## src/sv/u8d_pkg.sv

```systemverilog
package u8d_pkg;

    localparam int QUEUE_DEPTH = 2;
    localparam int QPTR_W      = 1;
    localparam int QCNT_W      = 2;

    localparam logic [15:0] SUBST_UNIT = 16'h005F;

    typedef enum logic [2:0] {
        KIND_ASCII,
        KIND_LEAD2,
        KIND_LEAD3,
        KIND_LEAD4,
        KIND_BAD
    } kind_t;

    typedef struct packed {
        kind_t      kind;
        logic [7:0] data;
        logic       last;
    } item_t;

    typedef struct packed {
        logic [15:0] code_unit;
        logic        has_unit;
        logic        end_of_string;
        logic [7:0]  unit_count;
        logic        overflow;
    } result_t;

endpackage

```

## src/sv/u8d_front.sv

```systemverilog
module u8d_front
    import u8d_pkg::*;
(
    input  logic       s_tvalid,
    output logic       s_tready,
    input  logic [7:0] s_tdata,   // byte_value
    input  logic       s_tlast,
    output logic       push_valid,
    input  logic       push_ready,
    output item_t      push_item
);

    kind_t kind;

    always_comb begin
        if (s_tdata[7] == 1'b0) begin
            kind = KIND_ASCII;
        end else if (s_tdata[7:5] == 3'b110) begin
            kind = KIND_LEAD2;
        end else if (s_tdata[7:4] == 4'b1110) begin
            kind = KIND_LEAD3;
        end else if (s_tdata[7:3] == 5'b11110) begin
            kind = KIND_LEAD4;
        end else begin
            kind = KIND_BAD;
        end
    end

    assign s_tready        = push_ready;
    assign push_valid      = s_tvalid;
    assign push_item.kind  = kind;
    assign push_item.data  = s_tdata;
    assign push_item.last  = s_tlast;

endmodule

```

## src/sv/u8d_queue.sv

```systemverilog
module u8d_queue
    import u8d_pkg::*;
(
    input  logic  aclk,
    input  logic  aresetn,
    input  logic  push_valid,
    output logic  push_ready,
    input  item_t push_item,
    output logic  pop_valid,
    input  logic  pop_ready,
    output item_t pop_item
);

    item_t              entry_reg [QUEUE_DEPTH];
    logic [QPTR_W-1:0]  wr_ptr_reg;
    logic [QPTR_W-1:0]  rd_ptr_reg;
    logic [QCNT_W-1:0]  count_reg;
    logic [QCNT_W-1:0]  count_next;
    logic               do_push;
    logic               do_pop;

    assign push_ready = (count_reg != QCNT_W'(QUEUE_DEPTH));
    assign pop_valid  = (count_reg != '0);
    assign pop_item   = entry_reg[rd_ptr_reg];
    assign do_push    = push_valid && push_ready;
    assign do_pop     = pop_valid && pop_ready;

    always_comb begin
        count_next = count_reg;
        if (do_push && !do_pop) begin
            count_next = count_reg + 1'b1;
        end else if (do_pop && !do_push) begin
            count_next = count_reg - 1'b1;
        end
    end

    always_ff @(posedge aclk) begin
        if (!aresetn) begin
            wr_ptr_reg <= '0;
            rd_ptr_reg <= '0;
            count_reg  <= '0;
        end else begin
            count_reg <= count_next;
            if (do_push) begin
                wr_ptr_reg <= wr_ptr_reg + 1'b1;
            end
            if (do_pop) begin
                rd_ptr_reg <= rd_ptr_reg + 1'b1;
            end
        end
    end

    always_ff @(posedge aclk) begin
        if (do_push) begin
            entry_reg[wr_ptr_reg] <= push_item;
        end
    end

endmodule

```

## src/sv/u8d_back.sv

```systemverilog
module u8d_back
    import u8d_pkg::*;
#(
    parameter int UNIT_LIMIT = 255
) (
    input  logic       aclk,
    input  logic       aresetn,
    input  logic [7:0] unit_cap,
    input  logic       pop_valid,
    output logic       pop_ready,
    input  item_t      pop_item,
    output logic       res_valid,
    input  logic       res_ready,
    output result_t    res
);

    localparam int          CAP_I     = (UNIT_LIMIT > 255) ? 255 : UNIT_LIMIT;
    localparam logic [7:0]  LIMIT_CAP = 8'(CAP_I);

    logic [20:0] acc_reg;
    logic [20:0] acc_next;
    logic [1:0]  pending_reg;
    logic [1:0]  pending_next;
    logic [7:0]  units_reg;
    logic [7:0]  units_next;
    logic        drain_reg;
    logic        drain_next;
    logic        res_valid_reg;
    result_t     res_reg;
    result_t     res_next;
    logic        emit;
    logic        fire;

    assign pop_ready = !res_valid_reg || res_ready;
    assign fire      = pop_valid && pop_ready;
    assign res_valid = res_valid_reg;
    assign res       = res_reg;

    always_comb begin
        logic        complete;
        logic [20:0] value;
        logic [20:0] shifted;
        logic [7:0]  limit;
        logic        has;
        logic        over;

        complete     = 1'b0;
        value        = '0;
        has          = 1'b0;
        over         = 1'b0;
        acc_next     = acc_reg;
        pending_next = pending_reg;
        units_next   = units_reg;
        drain_next   = drain_reg;
        limit        = (unit_cap < LIMIT_CAP) ? unit_cap : LIMIT_CAP;
        shifted      = {acc_reg[14:0], pop_item.data[5:0]};

        if (!drain_reg) begin
            if (pending_reg == 2'd0) begin
                case (pop_item.kind)
                    KIND_ASCII: begin
                        complete = 1'b1;
                        value    = {13'd0, pop_item.data};
                    end
                    KIND_LEAD2: begin
                        acc_next     = {16'd0, pop_item.data[4:0]};
                        pending_next = 2'd1;
                    end
                    KIND_LEAD3: begin
                        acc_next     = {17'd0, pop_item.data[3:0]};
                        pending_next = 2'd2;
                    end
                    KIND_LEAD4: begin
                        acc_next     = {18'd0, pop_item.data[2:0]};
                        pending_next = 2'd3;
                    end
                    default: begin
                        complete = 1'b1;
                        value    = '0;
                    end
                endcase
            end else begin
                pending_next = pending_reg - 1'b1;
                acc_next     = shifted;
                if (pending_reg == 2'd1) begin
                    complete = 1'b1;
                    value    = shifted;
                    acc_next = '0;
                end
            end
        end

        if (complete) begin
            if (units_reg >= limit) begin
                over       = 1'b1;
                drain_next = 1'b1;
            end else begin
                has        = 1'b1;
                units_next = units_reg + 1'b1;
            end
        end

        res_next.code_unit     = !has ? 16'd0 :
                                 (value > 21'h00FFFF) ? SUBST_UNIT : value[15:0];
        res_next.has_unit      = has;
        res_next.end_of_string = pop_item.last;
        res_next.unit_count    = units_next;
        res_next.overflow      = drain_next;
        emit                   = has || over || pop_item.last;

        if (pop_item.last) begin
            acc_next     = '0;
            pending_next = '0;
            units_next   = '0;
            drain_next   = 1'b0;
        end
    end

    always_ff @(posedge aclk) begin
        if (!aresetn) begin
            acc_reg       <= '0;
            pending_reg   <= '0;
            units_reg     <= '0;
            drain_reg     <= 1'b0;
            res_valid_reg <= 1'b0;
        end else begin
            if (fire) begin
                acc_reg     <= acc_next;
                pending_reg <= pending_next;
                units_reg   <= units_next;
                drain_reg   <= drain_next;
            end
            if (pop_ready) begin
                res_valid_reg <= fire && emit;
            end
        end
    end

    always_ff @(posedge aclk) begin
        if (fire && emit) begin
            res_reg <= res_next;
        end
    end

endmodule

```

## src/sv/utf8_to_utf16_bmp_decoder_top.sv

```systemverilog
// UTF-8 to UTF-16 (basic plane) stream decoder.
// Input: one UTF-8 byte per request on s_tdata, s_tlast on the final byte.
// Output: m_tdata carries the code unit and the running unit count,
// m_tuser flags whether a unit is present and whether the string overflowed,
// m_tlast marks the request caused by the final input byte.
// A request leaves for each character completed within the unit limit, on the first overflow and
// on the final byte; other bytes, and characters after the overflow, give none.
// An accepted byte is registered in the queue and then in the output register;
// one byte is taken per cycle while the output is not stalled by m_tready.
// A two-entry queue sits between classifier and decoder; the output register
// holds a request while m_tready is low and the queue fills, after which
// s_tready drops.
// The unit limit register is written over APB at addresses 0 to 3 (paddr[2] low);
// the user must write it only while the block is idle; the block does not enforce this.
// Reset clears all decode state and sets the unit limit to 255.
module utf8_to_utf16_bmp_decoder_top
    import u8d_pkg::*;
#(
    parameter int UNIT_LIMIT = 255
) (
    input  logic        aclk,
    input  logic        aresetn,
    input  logic        s_tvalid,
    output logic        s_tready,
    input  logic [7:0]  s_tdata,   // [7:0] byte_value
    input  logic        s_tlast,
    output logic        m_tvalid,
    input  logic        m_tready,
    output logic [23:0] m_tdata,   // [15:0] code_unit, [23:16] unit_count
    output logic [1:0]  m_tuser,   // [0] has_unit, [1] overflow
    output logic        m_tlast,
    input  logic        psel,
    input  logic        penable,
    input  logic        pwrite,
    input  logic [2:0]  paddr,
    input  logic [31:0] pwdata,
    output logic [31:0] prdata,
    output logic        pready
);

    logic       cap_sel;
    logic [7:0] unit_cap_reg;
    logic       push_valid;
    logic       push_ready;
    item_t      push_item;
    logic       pop_valid;
    logic       pop_ready;
    item_t      pop_item;
    result_t    res;

    assign pready  = 1'b1;
    assign cap_sel = (paddr[2] == 1'b0);
    assign prdata  = cap_sel ? {24'd0, unit_cap_reg} : 32'd0;

    always_ff @(posedge aclk) begin
        if (!aresetn) begin
            unit_cap_reg <= 8'd255;
        end else if (psel && penable && pwrite && pready && cap_sel) begin
            unit_cap_reg <= pwdata[7:0];
        end
    end

    u8d_front u_front (
        .s_tvalid   (s_tvalid),
        .s_tready   (s_tready),
        .s_tdata    (s_tdata),
        .s_tlast    (s_tlast),
        .push_valid (push_valid),
        .push_ready (push_ready),
        .push_item  (push_item)
    );

    u8d_queue u_queue (
        .aclk       (aclk),
        .aresetn    (aresetn),
        .push_valid (push_valid),
        .push_ready (push_ready),
        .push_item  (push_item),
        .pop_valid  (pop_valid),
        .pop_ready  (pop_ready),
        .pop_item   (pop_item)
    );

    u8d_back #(
        .UNIT_LIMIT (UNIT_LIMIT)
    ) u_back (
        .aclk      (aclk),
        .aresetn   (aresetn),
        .unit_cap  (unit_cap_reg),
        .pop_valid (pop_valid),
        .pop_ready (pop_ready),
        .pop_item  (pop_item),
        .res_valid (m_tvalid),
        .res_ready (m_tready),
        .res       (res)
    );

    assign m_tdata = {res.unit_count, res.code_unit};
    assign m_tuser = {res.overflow, res.has_unit};
    assign m_tlast = res.end_of_string;

endmodule
```

## config.mk

```make
export PLATFORM = sky130hd
export DESIGN_NAME = utf8_to_utf16_bmp_decoder_top
export DESIGN_NICKNAME = d
export VERILOG_FILES = /design/src/sv/u8d_pkg.sv /design/src/sv/u8d_front.sv /design/src/sv/u8d_queue.sv /design/src/sv/u8d_back.sv /design/src/sv/utf8_to_utf16_bmp_decoder_top.sv
export SDC_FILE = /design/constraint.sdc
export NUM_CORES = 1
export LEC_CHECK = 0
export BUFFER_PORTS_ARGS = -buffer_cell sky130_fd_sc_hd__buf_2
export CAP_MARGIN = 20
export CORE_MARGIN = 2
export CORE_UTILIZATION = 45
export CTS_CLUSTER_SIZE = 40
export DETAILED_ROUTE_END_ITERATION = 10
export PLACE_DENSITY = 0.74
export SLEW_MARGIN = 30
export SYNTH_ARGS = -nofsm -noshare
export SYNTH_HDL_FRONTEND = slang
export SYNTH_HIERARCHICAL = 1
export SYNTH_SLANG_ARGS = --single-unit
export TNS_END_PERCENT = 5
```

## constraint.sdc

```tcl
create_clock -name aclk -period 3.2 [get_ports aclk]
set_clock_uncertainty 0.2 [all_clocks]
set_input_delay 0.96 -clock aclk [delete_from_list [all_inputs] [get_ports aclk]]
set_output_delay 0.96 -clock aclk [all_outputs]
set_load 0.02 [all_outputs]
```

### After elaboration in Yosys (flattened, before gate mapping)

Memory sizes are Yosys's and may differ from the RTL's. A register that Yosys moved wholly into a read port is not among the register bits.
Cells that the tools add are included.

| storage, ports and cells | value |
|---|---|
| register bits after elaboration | 66 |
| bits in latches | 0 |
| memory bits (writable) | 24 |
| bits in read-only memories | 0 |
| input port bits | 51 |
| output and inout bits | 62 |
| logic and storage cells | 98 |
| memories kept | 1 |

| cells by class | value |
|---|---|
| $add $sub $neg | 6 |
| $mul | 0 |
| divide/modulo/power cells | 0 |
| order comparisons | 3 |
| equality and inequality tests | 10 |
| shift-type cells | 0 |
| muxes and demuxes | 40 |
| bitwise gates (word level) | 2 |
| reduce and logical (&&, ||, !) cells | 21 |

Memory list:

| name | words | bits a word | read ports | clocked after memory_dff | write ports | line | source |
|---|---|---|---|---|---|---|---|
| u_queue.entry_reg | 2 | 12 | 1 | 1 | 1 | u8d_queue.sv:14 | `item_t entry_reg [QUEUE_DEPTH];` |

Operators by type and width:

| operator | count |
|---|---|
| 21-bit two-way mux | 3 |
| 15-bit two-way mux | 4 |
| 8-bit two-way mux | 6 |
| 15-bit case mux with 3 select lines | 1 |
| 21-bit by 16-bit greater-than comparator with 1-bit output, second input constant | 1 |
| 1-bit two-way mux | 15 |
| 3-bit two-way mux | 4 |
| 2-bit two-way mux | 5 |
| 8-bit by 1-bit adder with 8-bit output, second input constant | 1 |
| 8-bit greater-or-equal comparator | 1 |
| 1-bit logical AND | 8 |
| 8-bit less-than comparator, second input constant | 1 |
| 7-bit two-way mux | 1 |
| 3-bit by 2-bit equality test with 1-bit output, second input constant | 2 |
| 2-bit case mux with 3 select lines | 1 |
| 5-bit equality test, second input constant | 1 |
| 5-bit by 4-bit != test with 1-bit output, second input constant | 1 |
| 4-bit equality test, second input constant | 1 |
| 2-bit nonzero test | 2 |
| 2-bit by 1-bit subtractor with 2-bit output, second input constant | 2 |
| 3-bit by 1-bit equality test with 1-bit output, second input constant | 1 |
| 3-bit equality test, second input constant | 1 |
| 1-bit zero test | 3 |
| 3-bit zero test | 1 |
| 11 further kinds | 15 |

### Depth between registers and ports, before layout

| logic depth | value |
|---|---|
| depth after elaboration | 9 |
| depth in mapped cells | 9 |
| mapped depth without buffers | 8 |

### Hierarchy

The synthesis kept the hierarchy.

Modules (own cells, without submodules):

| module | times used | cells an instance | area each (um^2) | seq. area each (um^2) |
|---|---|---|---|---|
| u8d_back | 1 | 266 | 2,568.7 | 1,351.3 |
| u8d_queue | 1 | 61 | 1,103.6 | 820.8 |
| utf8_to_utf16_bmp_decoder_top | 1 | 70 | 630.6 | 160.2 |
| u8d_front | 1 | 18 | 120.1 | 0.0 |

### Least setup slack after synthesis

Ideal clock, no wire load.

| timing path | value |
|---|---|
| path kind | reg2reg |
| start point | register (tool-made name) |
| end point | register u_back.res_reg (netlist bit u_back/res[19]), data pin |
| setup time | 255 ps |
| data arrival time | 2,148 ps |
| required time | 2,745 ps |
| path slack | 597 ps |
| stages on the path, launching flop included | 8 |
| path buffers | 1 |
| period minus slack after synthesis | 2,603 ps |
| cell sequence | dfxtp_1 -> buf_2 -> mux2_2 -> o31ai_1 -> a211o_1 -> inv_2 -> and4_1 -> and2_1 |

RTL lines:

| what | line | source |
|---|---|---|
| end signal, assigned | u8d_back.sv:141 | `res_reg <= res_next;` |
| end, declared | u8d_back.sv:29 | `result_t res_reg;` |

==> impl_results.md <==
- Status: completed
- Non-filler cells, final: just over 600
- Clock sinks: ~90
- Int Pwr: around 2400 uW
- IO Pins: 113
- Worst-path cell with the longest stage delay: a2111o_1
- Placed inst area: around 0.0047 mm2
- Number of flip-flops under the largest register name: 27
- GPL Wtd Cong: about 0.9
- Number of global-route vias before repair: approximately 2,700
- First-pass GRT wire length: between 10,000 and 15,000 um
- CP Capture Type: register
- Startpoint Class: register
- Clk pin slew, worst setup/hold paths: roughly 90 ps
- Pleak: about 0.0020 uW
- Min-Delay Path Class: register to register
- Root Buffer: clkbuf_8
- WP data required: 3240 ps
- Final instance area: 0.00491 mm2
- Initial drt markers: 137
- Unrepaired setup endpoints after global routing: no
- Nets: ~530
- Critical-path maximum fanout: 9
- Largest net degree at the start of global routing: 31
- Sw Ratio: about 37%
- DP Wirelength: 5820 um
- WS Path Type: register to register
- M3 GR Usage: ~4.3%
- Combinational share of power: between 30% and 40%
- Worst-Skew Late Latency: about 370 ps
- Maximum clock frequency: 346 MHz
- CP max stage delay: approximately 520 ps
- Main synth FF type: edfxtp_1
- Final setup violation count: 0
- CTS Hold Bufs: 0
- Grt ovf: 0
- Row cnt: 36
- Met2 global-route usage: between 20% and 30%
- Gr busiest metal: met2
- Mapped Cells: about 420
- Tot GR Track Use: 16.0%
- Synth Area per Inst: roughly 11 um2
- Routed len/inst: 13.3 um
- Maximum vdd drop: around 300 uV
- Worst EP arrival: 2930 ps
- Initial antenna violation count: 0
- Sequential power share: between 40% and 50%
- Via density: 5.02
- Netlist cell types: 56
- GRT met1 Usage: roughly 22%
- Sw Pwr: 1370 uW
- Final setup TNS: 0 ps
- Critical-path cell list: inv_1 -> ha_1 -> nand2b_1 -> a2111o_1 -> a211o_1 -> inv_2 -> and4_1 -> and2_1
- Post-CTS setup buffer count: 0
- Fin. max-slew vios: 0
- Post-CTS Resized: 0
- Die Ht: 103 um
- Layout area overhead: 10.9%
- Power Total: between 3000 and 4000 uW
- Final ANT Viol Nets: 0
- Ant. Diodes: 0
- Worst slew pin tran: between 800 and 900 ps
- Cell Area, Synth: around 0.0044 mm2
- #FFs+latches synth: a little over 90
- Drt first pass iters: 4
- Drt total wl: 8040 um
- Post-synth EDFFs: 51
- PortBufs: ~60
- Part of the cycle the worst path needs: about 90%
- Clk buf depth: 2
- Clk network pwr share: ~22%
- Max transition margin: 40.9%
- H-tree depth: 3
- Die area: about 0.011 mm2
- CTS tree: yes
- FILL cells: 878
- DP Cell Count: 588
- Final Hold Fails: 0
- TritonCTS buffer count: 9
- Synth Warn #: 6
- Max-Cap Viols: 0
- Part of the Yosys area used for sequential elements: approximately 53%
- Total power per unit cell area: approximately 760 mW/mm2
- Layout cell share with drive strength beyond 1: roughly a quarter
- Via count of the routed design: just over 3,000
- Initial Util: between 40% and 50%
- Post-synth ARST share: 0%
- DR DRC count: 0
- Min Tclk post-route: 2890 ps
- Core ar.: ~0.0096 mm2
- Die W: approximately 100 um
[synth_stat cells, types with 3 or more instances]
cell type  instances  area (um2)
mux2_2            12         135
ha_1              10         125
a2111oi_2          3        45.0
nor2_1            18        67.6
o21ai_0            5        25.0
nand4_1            9        56.3
nand2_1           41         154
dfxtp_1           40         801
and3_1             3        18.8
clkbuf_1           8        30.0
a22oi_1            3        22.5
inv_1             16        60.1
buf_2              3        15.0
buf_4             36         270
a31oi_1            3        18.8
o211ai_1           4        30.0
nand2b_1           3        18.8
or3_1              3        18.8
xor2_1             5        43.8
nand3_1           17        85.1
and2_1            14        87.6
a211o_1            3        26.3
xnor2_1            5        43.8
nor2b_1           18         113
a21oi_1           27         135
mux2i_1            8        80.1
and2b_2            8        70.1
edfxtp_1          51        1530
[power groups by stage]
| stage | combinational, uW | sequential, uW | clock (uW) |
|---|---|---|---|
| after floorplan | 792 | 1830 | 0 |
| after global placement | 1260 | 1660 | 0 |
| after detailed placement | 1280 | 1670 | 0 |
| after CTS | 1290 | 1640 | 842 |
| after global routing | 1420 | 1670 | 893 |
| final | 1290 | 1640 | 824 |
[cell type report]
| cell class | count | area, um2 | area share, % |
|---|---|---|---|
| Sequential cell | 91 | 2330 | 47.5 |
| Timing Repair Buffer | 67 | 350 | 7.14 |
| Tap cell | 133 | 166 | 3.39 |
| Multi-Input combinational cell | 280 | 1780 | 36.3 |
| Inverter | 17 | 63.8 | 1.30 |
| Clock inverter | 5 | 62.6 | 1.27 |
| Clock buffer | 11 | 153 | 3.11 |
[logic make-up after synthesis]
| kind of cell | Yosys count | synth area share, % |
|---|---|---|
| AND/OR/NAND/NOR | 148 | 18.0 |
| adder cells (fa/ha/maj) | 10 | 2.83 |
| AO/OA/AOI/OAI | 67 | 10.4 |
| flip-flops | 91 | 52.7 |
| buffers and inverters | 67 | 9.00 |
| other | 2 | 0.170 |
| multiplexers | 20 | 4.87 |
| XOR/XNOR | 10 | 1.98 |
[critical path: cells and delay by family, from the launching register on]
kind	cells	cell delay (ps)
and+or+nand+nor	3	620
buffers and inverters	2	320
adders and majority gates	1	280
AOI/OAI and AO/OA	2	900
DFF	1	440
[path summary, 6_finish.rpt]
path | slack (ps) | depth (start not counted) | to | from
min reg2reg | 250 | 2 | u_back/acc_reg[9] | u_back/acc_reg[9]
min | 250 | 2 | u_back/acc_reg[9] | u_back/acc_reg[9]
max reg2reg | 310 | 8 | u_back/res[26] | u_back/units_reg[0]
max | 310 | 8 | u_back/res[26] | u_back/units_reg[0]
[through the flow]
stage	setup WS [ps]	hold WS, ps	utilization [%]
5_1_grt	99.5	279	50.9
3_5_place_dp	332	241	48.7
4_1_cts	313	254	50.9
2_1_floorplan	597	226	-
6_report	311	252	50.9
3_3_place_gp	369	237	48.7
[cells in the final DEF (no fill, tap or decap), types with 4 or more instances in the layout]
cell	n
edfxtp_1	51
nor2_1	18
inv_1	16
dfxtp_1	40
and2_1	14
a21oi_1	27
buf_2	61
xor2_1	5
nand4_1	9
nand2_1	41
o21ai_0	5
nor2b_1	18
nand3_1	17
clkbuf_8	9
conb_1	25
buf_4	6
xnor2_1	5
ha_1	10
and2b_2	8
mux2_2	12
o211ai_1	4
mux2i_1	8
[per-layer routing]
| metal | up-vias | wire, um |
|---|---|---|
| met5 | - | 0 |
| met4 | 0 | 157 |
| met3 | 15 | 452 |
| met2 | 88 | 3640 |
| met1 | 1419 | 3790 |
| li1 | 1510 | - |
Power figures use the tool's default switching activity.
